File: config.mk
export PLATFORM = sky130hd
export DESIGN_NAME = national_id_check_decode
export DESIGN_NICKNAME = d
export VERILOG_FILES = /design/src/hdl/nidc_pkg.sv /design/src/hdl/nidc_in_stage.sv /design/src/hdl/nidc_accum.sv /design/src/hdl/nidc_out_stage.sv /design/src/hdl/national_id_check_decode.sv
export SDC_FILE = /design/constraint.sdc
export NUM_CORES = 1
export LEC_CHECK = 0
export BUFFER_PORTS_ARGS = -buffer_cell sky130_fd_sc_hd__buf_2
export CORE_MARGIN = 2
export CORE_UTILIZATION = 55
export CTS_CLUSTER_SIZE = 10
export DETAILED_ROUTE_END_ITERATION = 16
export PLACE_DENSITY = 0.75
export SYNTH_ARGS = -nofsm -noshare
export SYNTH_HDL_FRONTEND = slang
export SYNTH_SLANG_ARGS = --single-unit
File: constraint.sdc
create_clock -name clock -period 15.57 [get_ports clock]
set_input_delay 3.114 -clock clock [delete_from_list [all_inputs] [get_ports clock]]
set_output_delay 3.114 -clock clock [all_outputs]
set_load 0.02 [all_outputs]
File: src/hdl/nidc_pkg.sv
// ----------------------------------------------------------------------------
// nidc_pkg
// Shared types, constants and helpers for the identity number check decoder.
// ----------------------------------------------------------------------------
package nidc_pkg;

   localparam logic [3:0] IdLen    = 4'd11;
   localparam logic [3:0] PosMax   = 4'd15;
   localparam logic [7:0] CharZero = 8'd48;
   localparam logic [7:0] CharNine = 8'd57;
   localparam logic [6:0] MonthMax = 7'd12;
   localparam logic [6:0] DayMax   = 7'd31;

   // digit positions (zero based) that bound each field
   localparam logic [3:0] PosMonth = 4'd2;
   localparam logic [3:0] PosDay   = 4'd4;
   localparam logic [3:0] PosTail  = 4'd6;
   localparam logic [3:0] PosTenth = 4'd9;
   localparam logic [3:0] PosCheck = 4'd10;

   typedef enum logic [2:0] {
      ST_OK        = 3'd0,
      ST_BAD_LEN   = 3'd1,
      ST_NON_DIGIT = 3'd2,
      ST_BAD_SUM   = 3'd3,
      ST_BAD_DATE  = 3'd4
   } status_type;

   typedef struct packed {
      status_type status;
      logic       is_male;
      logic [6:0] birth_day;
      logic [6:0] birth_month;
      logic [6:0] birth_year;
   } result_type;

   // checksum weights 1,3,7,9 repeating; check digit weight 1
   function automatic logic [3:0] digit_weight(input logic [3:0] pos);
      logic [3:0] w;
      begin
         if (pos == PosCheck) begin
            w = 4'd1;
         end else begin
            case (pos[1:0])
               2'd1:    w = 4'd3;
               2'd2:    w = 4'd7;
               2'd3:    w = 4'd9;
               default: w = 4'd1;
            endcase
         end
         digit_weight = w;
      end
   endfunction

   // val < 100: quotient by reciprocal 205/2048
   function automatic logic [3:0] mod_ten(input logic [6:0] val);
      logic [14:0] prod;
      logic [3:0]  quo;
      logic [7:0]  tens;
      logic [7:0]  rem;
      begin
         prod    = {8'd0, val} * 15'd205;
         quo     = prod[14:11];
         tens    = {4'd0, quo} * 8'd10;
         rem     = {1'b0, val} - tens;
         mod_ten = rem[3:0];
      end
   endfunction

   function automatic logic [6:0] two_digit(input logic [6:0] acc, input logic [3:0] d);
      logic [10:0] t;
      begin
         t         = ({4'd0, acc} * 11'd10) + {7'd0, d};
         two_digit = t[6:0];
      end
   endfunction

endpackage

File: src/hdl/nidc_in_stage.sv
// ----------------------------------------------------------------------------
// nidc_in_stage
// Input register: holds one character beat until the accumulator takes it.
// ----------------------------------------------------------------------------
module nidc_in_stage (
   input  logic       clock,
   input  logic       reset,
   input  logic       req_valid,
   output logic       req_ready,
   input  logic [7:0] req_char_code,
   input  logic       req_is_last,
   input  logic       advance,
   output logic       held_valid,
   output logic [7:0] held_char,
   output logic       held_last
);

   logic       valid_ff, valid_in;
   logic [7:0] char_ff;
   logic       last_ff;
   logic       take;

   assign req_ready = !valid_ff || advance;
   assign take      = req_valid && req_ready;
   assign valid_in  = take || (valid_ff && !advance);

   always_ff @(posedge clock) begin
      if (reset) begin
         valid_ff <= 1'b0;
      end else begin
         valid_ff <= valid_in;
      end
   end

   always_ff @(posedge clock) begin
      if (take) begin
         char_ff <= req_char_code;
         last_ff <= req_is_last;
      end
   end

   assign held_valid = valid_ff;
   assign held_char  = char_ff;
   assign held_last  = last_ff;

endmodule

File: src/hdl/nidc_accum.sv
// ----------------------------------------------------------------------------
// nidc_accum
// Per-character state update and result formation on the last beat.
// ----------------------------------------------------------------------------
module nidc_accum (
   input  logic                  clock,
   input  logic                  reset,
   input  logic                  step,
   input  logic [7:0]            char_code,
   input  logic                  is_last,
   output nidc_pkg::result_type  result
);

   logic [3:0] pos_ff,   pos_in;
   logic [3:0] sum_ff,   sum_in;
   logic [6:0] year_ff,  year_in;
   logic [6:0] month_ff, month_in;
   logic [6:0] day_ff,   day_in;
   logic       odd_ff,   odd_in;
   logic       nd_ff,    nd_in;

   logic       is_digit;
   logic [7:0] diff;
   logic [3:0] d;
   logic [7:0] prod;
   logic [6:0] sum_raw;
   logic       in_range;
   nidc_pkg::status_type status;

   always_comb begin
      is_digit = (char_code >= nidc_pkg::CharZero) && (char_code <= nidc_pkg::CharNine);
      diff     = char_code - nidc_pkg::CharZero;
      d        = is_digit ? diff[3:0] : 4'd0;
      prod     = {4'd0, d} * {4'd0, nidc_pkg::digit_weight(pos_ff)};
      sum_raw  = {3'd0, sum_ff} + prod[6:0];
      in_range = pos_ff < nidc_pkg::IdLen;

      nd_in    = nd_ff || !is_digit;
      sum_in   = sum_ff;
      year_in  = year_ff;
      month_in = month_ff;
      day_in   = day_ff;
      odd_in   = odd_ff;
      if (in_range) begin
         sum_in = nidc_pkg::mod_ten(sum_raw);
         if (pos_ff < nidc_pkg::PosMonth) begin
            year_in = nidc_pkg::two_digit(year_ff, d);
         end else if (pos_ff < nidc_pkg::PosDay) begin
            month_in = nidc_pkg::two_digit(month_ff, d);
         end else if (pos_ff < nidc_pkg::PosTail) begin
            day_in = nidc_pkg::two_digit(day_ff, d);
         end else if (pos_ff == nidc_pkg::PosTenth) begin
            odd_in = d[0];
         end
      end
      pos_in = (pos_ff == nidc_pkg::PosMax) ? pos_ff : pos_ff + 4'd1;

      if (pos_in != nidc_pkg::IdLen) begin
         status = nidc_pkg::ST_BAD_LEN;
      end else if (nd_in) begin
         status = nidc_pkg::ST_NON_DIGIT;
      end else if (sum_in != 4'd0) begin
         status = nidc_pkg::ST_BAD_SUM;
      end else if (month_in == 7'd0 || month_in > nidc_pkg::MonthMax ||
                   day_in == 7'd0 || day_in > nidc_pkg::DayMax) begin
         status = nidc_pkg::ST_BAD_DATE;
      end else begin
         status = nidc_pkg::ST_OK;
      end

      result.status      = status;
      result.is_male     = (status == nidc_pkg::ST_OK) ? odd_in : 1'b0;
      result.birth_day   = day_in;
      result.birth_month = month_in;
      result.birth_year  = year_in;
   end

   // last beat clears everything for the next number
   always_ff @(posedge clock) begin
      if (reset || (step && is_last)) begin
         pos_ff   <= '0;
         sum_ff   <= '0;
         year_ff  <= '0;
         month_ff <= '0;
         day_ff   <= '0;
         odd_ff   <= 1'b0;
         nd_ff    <= 1'b0;
      end else if (step) begin
         pos_ff   <= pos_in;
         sum_ff   <= sum_in;
         year_ff  <= year_in;
         month_ff <= month_in;
         day_ff   <= day_in;
         odd_ff   <= odd_in;
         nd_ff    <= nd_in;
      end
   end

endmodule

File: src/hdl/nidc_out_stage.sv
// ----------------------------------------------------------------------------
// nidc_out_stage
// Result register: holds one result beat until the consumer takes it.
// ----------------------------------------------------------------------------
module nidc_out_stage (
   input  logic                 clock,
   input  logic                 reset,
   input  logic                 load,
   input  nidc_pkg::result_type result,
   output logic                 room,
   output logic                 rsp_valid,
   input  logic                 rsp_ready,
   output nidc_pkg::result_type rsp_data
);

   logic                 valid_ff, valid_in;
   nidc_pkg::result_type data_ff;

   assign room     = !valid_ff || rsp_ready;
   assign valid_in = load || (valid_ff && !rsp_ready);

   always_ff @(posedge clock) begin
      if (reset) begin
         valid_ff <= 1'b0;
      end else begin
         valid_ff <= valid_in;
      end
   end

   always_ff @(posedge clock) begin
      if (load) begin
         data_ff <= result;
      end
   end

   assign rsp_valid = valid_ff;
   assign rsp_data  = data_ff;

endmodule

File: src/hdl/national_id_check_decode.sv
// A last beat passes the input register, then its result the result register.
// Throughput: one character per cycle while not stalled; one input register,
// one state update, one result register.
// A held result only stalls a last character; other beats keep flowing.
// Reset (synchronous) clears the position, sum, date fields and both valid flags.
// ----------------------------------------------------------------------------
// national_id_check_decode
// Streams identity number characters, checks length, digits, checksum and date.
// ----------------------------------------------------------------------------
module national_id_check_decode (
   input  logic       clock,
   input  logic       reset,
   input  logic       req_valid,
   output logic       req_ready,
   input  logic [7:0] req_char_code,
   input  logic       req_is_last,
   output logic       rsp_valid,
   input  logic       rsp_ready,
   output logic [2:0] rsp_status,
   output logic       rsp_is_male,
   output logic [6:0] rsp_birth_day,
   output logic [6:0] rsp_birth_month,
   output logic [6:0] rsp_birth_year
);

   logic                 held_valid;
   logic [7:0]           held_char;
   logic                 held_last;
   logic                 advance;
   logic                 room;
   nidc_pkg::result_type result;
   nidc_pkg::result_type rsp_data;

   // a non-last beat never needs the result slot
   assign advance = held_valid && (!held_last || room);

   nidc_in_stage u_in (
      .clock         (clock),
      .reset         (reset),
      .req_valid     (req_valid),
      .req_ready     (req_ready),
      .req_char_code (req_char_code),
      .req_is_last   (req_is_last),
      .advance       (advance),
      .held_valid    (held_valid),
      .held_char     (held_char),
      .held_last     (held_last)
   );

   nidc_accum u_accum (
      .clock     (clock),
      .reset     (reset),
      .step      (advance),
      .char_code (held_char),
      .is_last   (held_last),
      .result    (result)
   );

   nidc_out_stage u_out (
      .clock     (clock),
      .reset     (reset),
      .load      (advance && held_last),
      .result    (result),
      .room      (room),
      .rsp_valid (rsp_valid),
      .rsp_ready (rsp_ready),
      .rsp_data  (rsp_data)
   );

   assign rsp_status      = rsp_data.status;
   assign rsp_is_male     = rsp_data.is_male;
   assign rsp_birth_day   = rsp_data.birth_day;
   assign rsp_birth_month = rsp_data.birth_month;
   assign rsp_birth_year  = rsp_data.birth_year;

endmodule
==> results.toml <==
[logic_synthesis]
synthAdderAreaFrac_pct = 26.6
synth_top_family_by_area = "adder cells"
synthMostInstantiatedCell = "ha_1"
synth-seq-cells = 67
syn_area_per_cell_sq_um = 9.73
synth_top_area_share_pct = 20.4
syn_area_sq_um = 5010
syn_inst = 515
yosys_warnings = 0
yosys.area.top_type = "edfxtp_1"
async_flop_share_pct = 0
yosysSeqAreaShare_pct = 33.5
synthMuxAreaShare_pct = 3.10
syn_nets = 622
ys_top_cells_by_area = "edfxtp_1 (20%), ha_1 (18%), dfxtp_1 (13%)"
synth-xor-area-share_pct = 6.29
synth_edf_count = 34
synthTopCellsByCount = "ha_1 (73), nand2_1 (63), inv_1 (59), nor2_1 (43), edfxtp_1 (34)"
synth_compound_area_share_pct = 8.31
synthDistinctLibCells = 56
synth-simple-area-share_pct = 16.2
ys.flop_type = "edfxtp_1"

[cts]
cts_tree = "yes"
cts_setup_buffers = 0
cts_buffers = 9
cts_resized = 0
htree_levels = 3
cts_hold_buf = 0
clock_path_buffers = 2
insertion_delay_ps = 330
root_buffer = "clkbuf_8"
clkSinkCount = 67
clk_pin_slew_ps = 70

[die]
die_h_microns = 99.5
start_util_pct = 57.2
core_sq_um = 8760
ioPinCount = 40
dieWidth_microns = 99.5
rows = 34
die-area_sq_um = 9890

[global_routing]
antenna_found_initial = 0
grt_pass1_wl_microns = 16500
grt.overflow.total = 0
grt.total_usage_pct = 20.7
grt_max_degree = 34
first_global_vias = 3695

[timing]
setup_viol = 0
max_slew_margin_pct = 35.2
max_slew.worst_pin.slew_ps = 968
finalCriticalPeriod_ps = 9110
max_freq_mhz = 110
hold_violations = 0
grt_setup_unrepaired = "false"
period_share_pct = 58.5
timing.setup.tns_ps = 0
fin_worst_skew_ps = 14.4
finalMaxSlewViolations = 0

[worst_setup_path]
r2r_cells = 36
max_stage_delay_ps = 540
r2r-end = "u_out.rsp_data[23]$_DFFE_PP_"
endpoint_kind = "register"
worstPathMaxFanout = 9
r2r-start = "u_in.held_char[2]$_DFFE_PP_"
start_kind = "register"
crit_type = "reg2reg"
crit_path_top_delay_cell = "fa_1"
r2r_slack_ps = 6460
cp.required_ps = 15660
cp.arrival_ps = 9190
cp_common_cell = "inv_1"

[placement]
port_buffers = 39
place_hpwl_microns = 7350
gp_congestion = 0.887

[cells_and_area]
final_util_pct = 62.4
fillCellCount = 725
syn_to_final_growth_pct = 9.14
design.final.nets = 660
multi_input_area_sq_um = 3030
seq_area_sq_um = 1680
antennaDiodeCount = 0
layout-drive-gt1-share_pct = 13.3

[route]
ant_nets = 0
drc = 0
vias = 3626
dr.pass1.iters = 4
first_iter_violations = 118
wl_per_cell_microns = 14.2
via_per_inst = 5.44
wl_microns = 9470

[status]
status = "completed"

[min_path]
hp-class = "reg2reg"
worst_hold_startpoint = "u_accum.odd_ff$_SDFFE_PP0P_"
hold_end = "u_accum.odd_ff$_SDFFE_PP0P_"
hold_depth = 2

[power_and_ir_drop]
p_leak_nw = 2.55
peakVddDrop_mv = 0.0457
power_density_nw_per_um2 = 66.3

[flow_run]
drv_cap = 0
==> critical path: cells and delay by family, from the launching register on <==
kind / cells / cell delay (ps)
flip-flops: 1 / 410
adder cells (fa/ha/maj): 11 / 4440
AO/OA/AOI/OAI: 5 / 940
AND/OR/NAND/NOR: 9 / 1680
buffers and inverters: 7 / 540
XOR/XNOR: 4 / 850
==> where the power goes <==
part / switching (W) / total (W) / internal [W]
logic: 0.0000221 / 0.0000350 / 0.0000129
registers: 0.00000366 / 0.000194 / 0.000190
clock network: 0.0000632 / 0.000134 / 0.0000706
total: 0.0000889 / 0.000363 / 0.000274
==> metal layers <==
metal | share of wire (%) | vias up | wire length, microns | GRT usage (%)
li1 | - | 1835 | - | -
met3 | 3.2 | 12 | 301 | 4.29
met1 | 46 | 1711 | 4370 | 27.1
met2 | 49 | 68 | 4660 | 34.6
met5 | 0 | - | 0 | 0
met4 | 1.5 | 0 | 140 | 6.74
==> cell families (layout without fill, tap and decap cells) <==
family          Yosys count  after routing
simple gates            162            162
fa+ha+maj                94             94
buf+inv                  74            117
compound gates           67             67
flops                    67             67
xor+xnor                 36             36
mux                      15             15
==> layout by cell type (no fill, tap or decap), types with 21 or more instances in the layout <==
cell / n
a21oi_1: 28
buf_2: 39
dfxtp_1: 33
edfxtp_1: 34
fa_1: 21
ha_1: 73
inv_1: 59
nand2_1: 63
nor2_1: 43
xnor2_1: 30
==> worst max path at each step <==
stage	startpoint	endpoint
2_1_floorplan	u_in.held_char[2]$_DFFE_PP_	u_out.rsp_data[23]$_DFFE_PP_
3_3_place_gp	u_in.held_char[2]$_DFFE_PP_	u_out.rsp_data[23]$_DFFE_PP_
3_5_place_dp	u_in.held_char[2]$_DFFE_PP_	u_out.rsp_data[23]$_DFFE_PP_
4_1_cts	u_in.held_char[2]$_DFFE_PP_	u_out.rsp_data[23]$_DFFE_PP_
5_1_grt	u_in.held_char[2]$_DFFE_PP_	u_out.rsp_data[21]$_SDFFCE_PP0P_
6_report	u_in.held_char[2]$_DFFE_PP_	u_out.rsp_data[23]$_DFFE_PP_
==> metrics by stage <==
stage                     setup slack [ps]  total power (W)  cells  hold WS [ps]  area, sq um
after floorplan                       7250         0.000223    515           436         5010
after global placement                6740         0.000232    650           444         5290
after detailed placement              6470         0.000233    650           450         5290
after CTS                             6420         0.000364    666           457         5470
after global routing                  5870         0.000378    666           497         5470
final                                 6460         0.000363    666           459         5470
==> final cells by class <==
type                            instances  share of cell area [%]
Sequential cell                        67                    30.7
Multi-Input combinational cell        374                    55.4
Timing Repair Buffer                   41                    3.84
Inverter                               60                    4.16
Tap cell                              108                    2.47
Clock inverter                          2                   0.206
Clock buffer                           14                    3.16
==> registers in the layout, indices dropped and copies added (netlist names), 4 cells and up <==
| register | cells |
|---|---|
| u_out.rsp_data | 25 |
| u_accum.year_ff | 7 |
| u_accum.sum_ff | 4 |
| u_accum.pos_ff | 4 |
| u_accum.day_ff | 7 |
| u_in.held_char | 8 |
| u_accum.month_ff | 7 |
(Power assumes the default switching activity.)
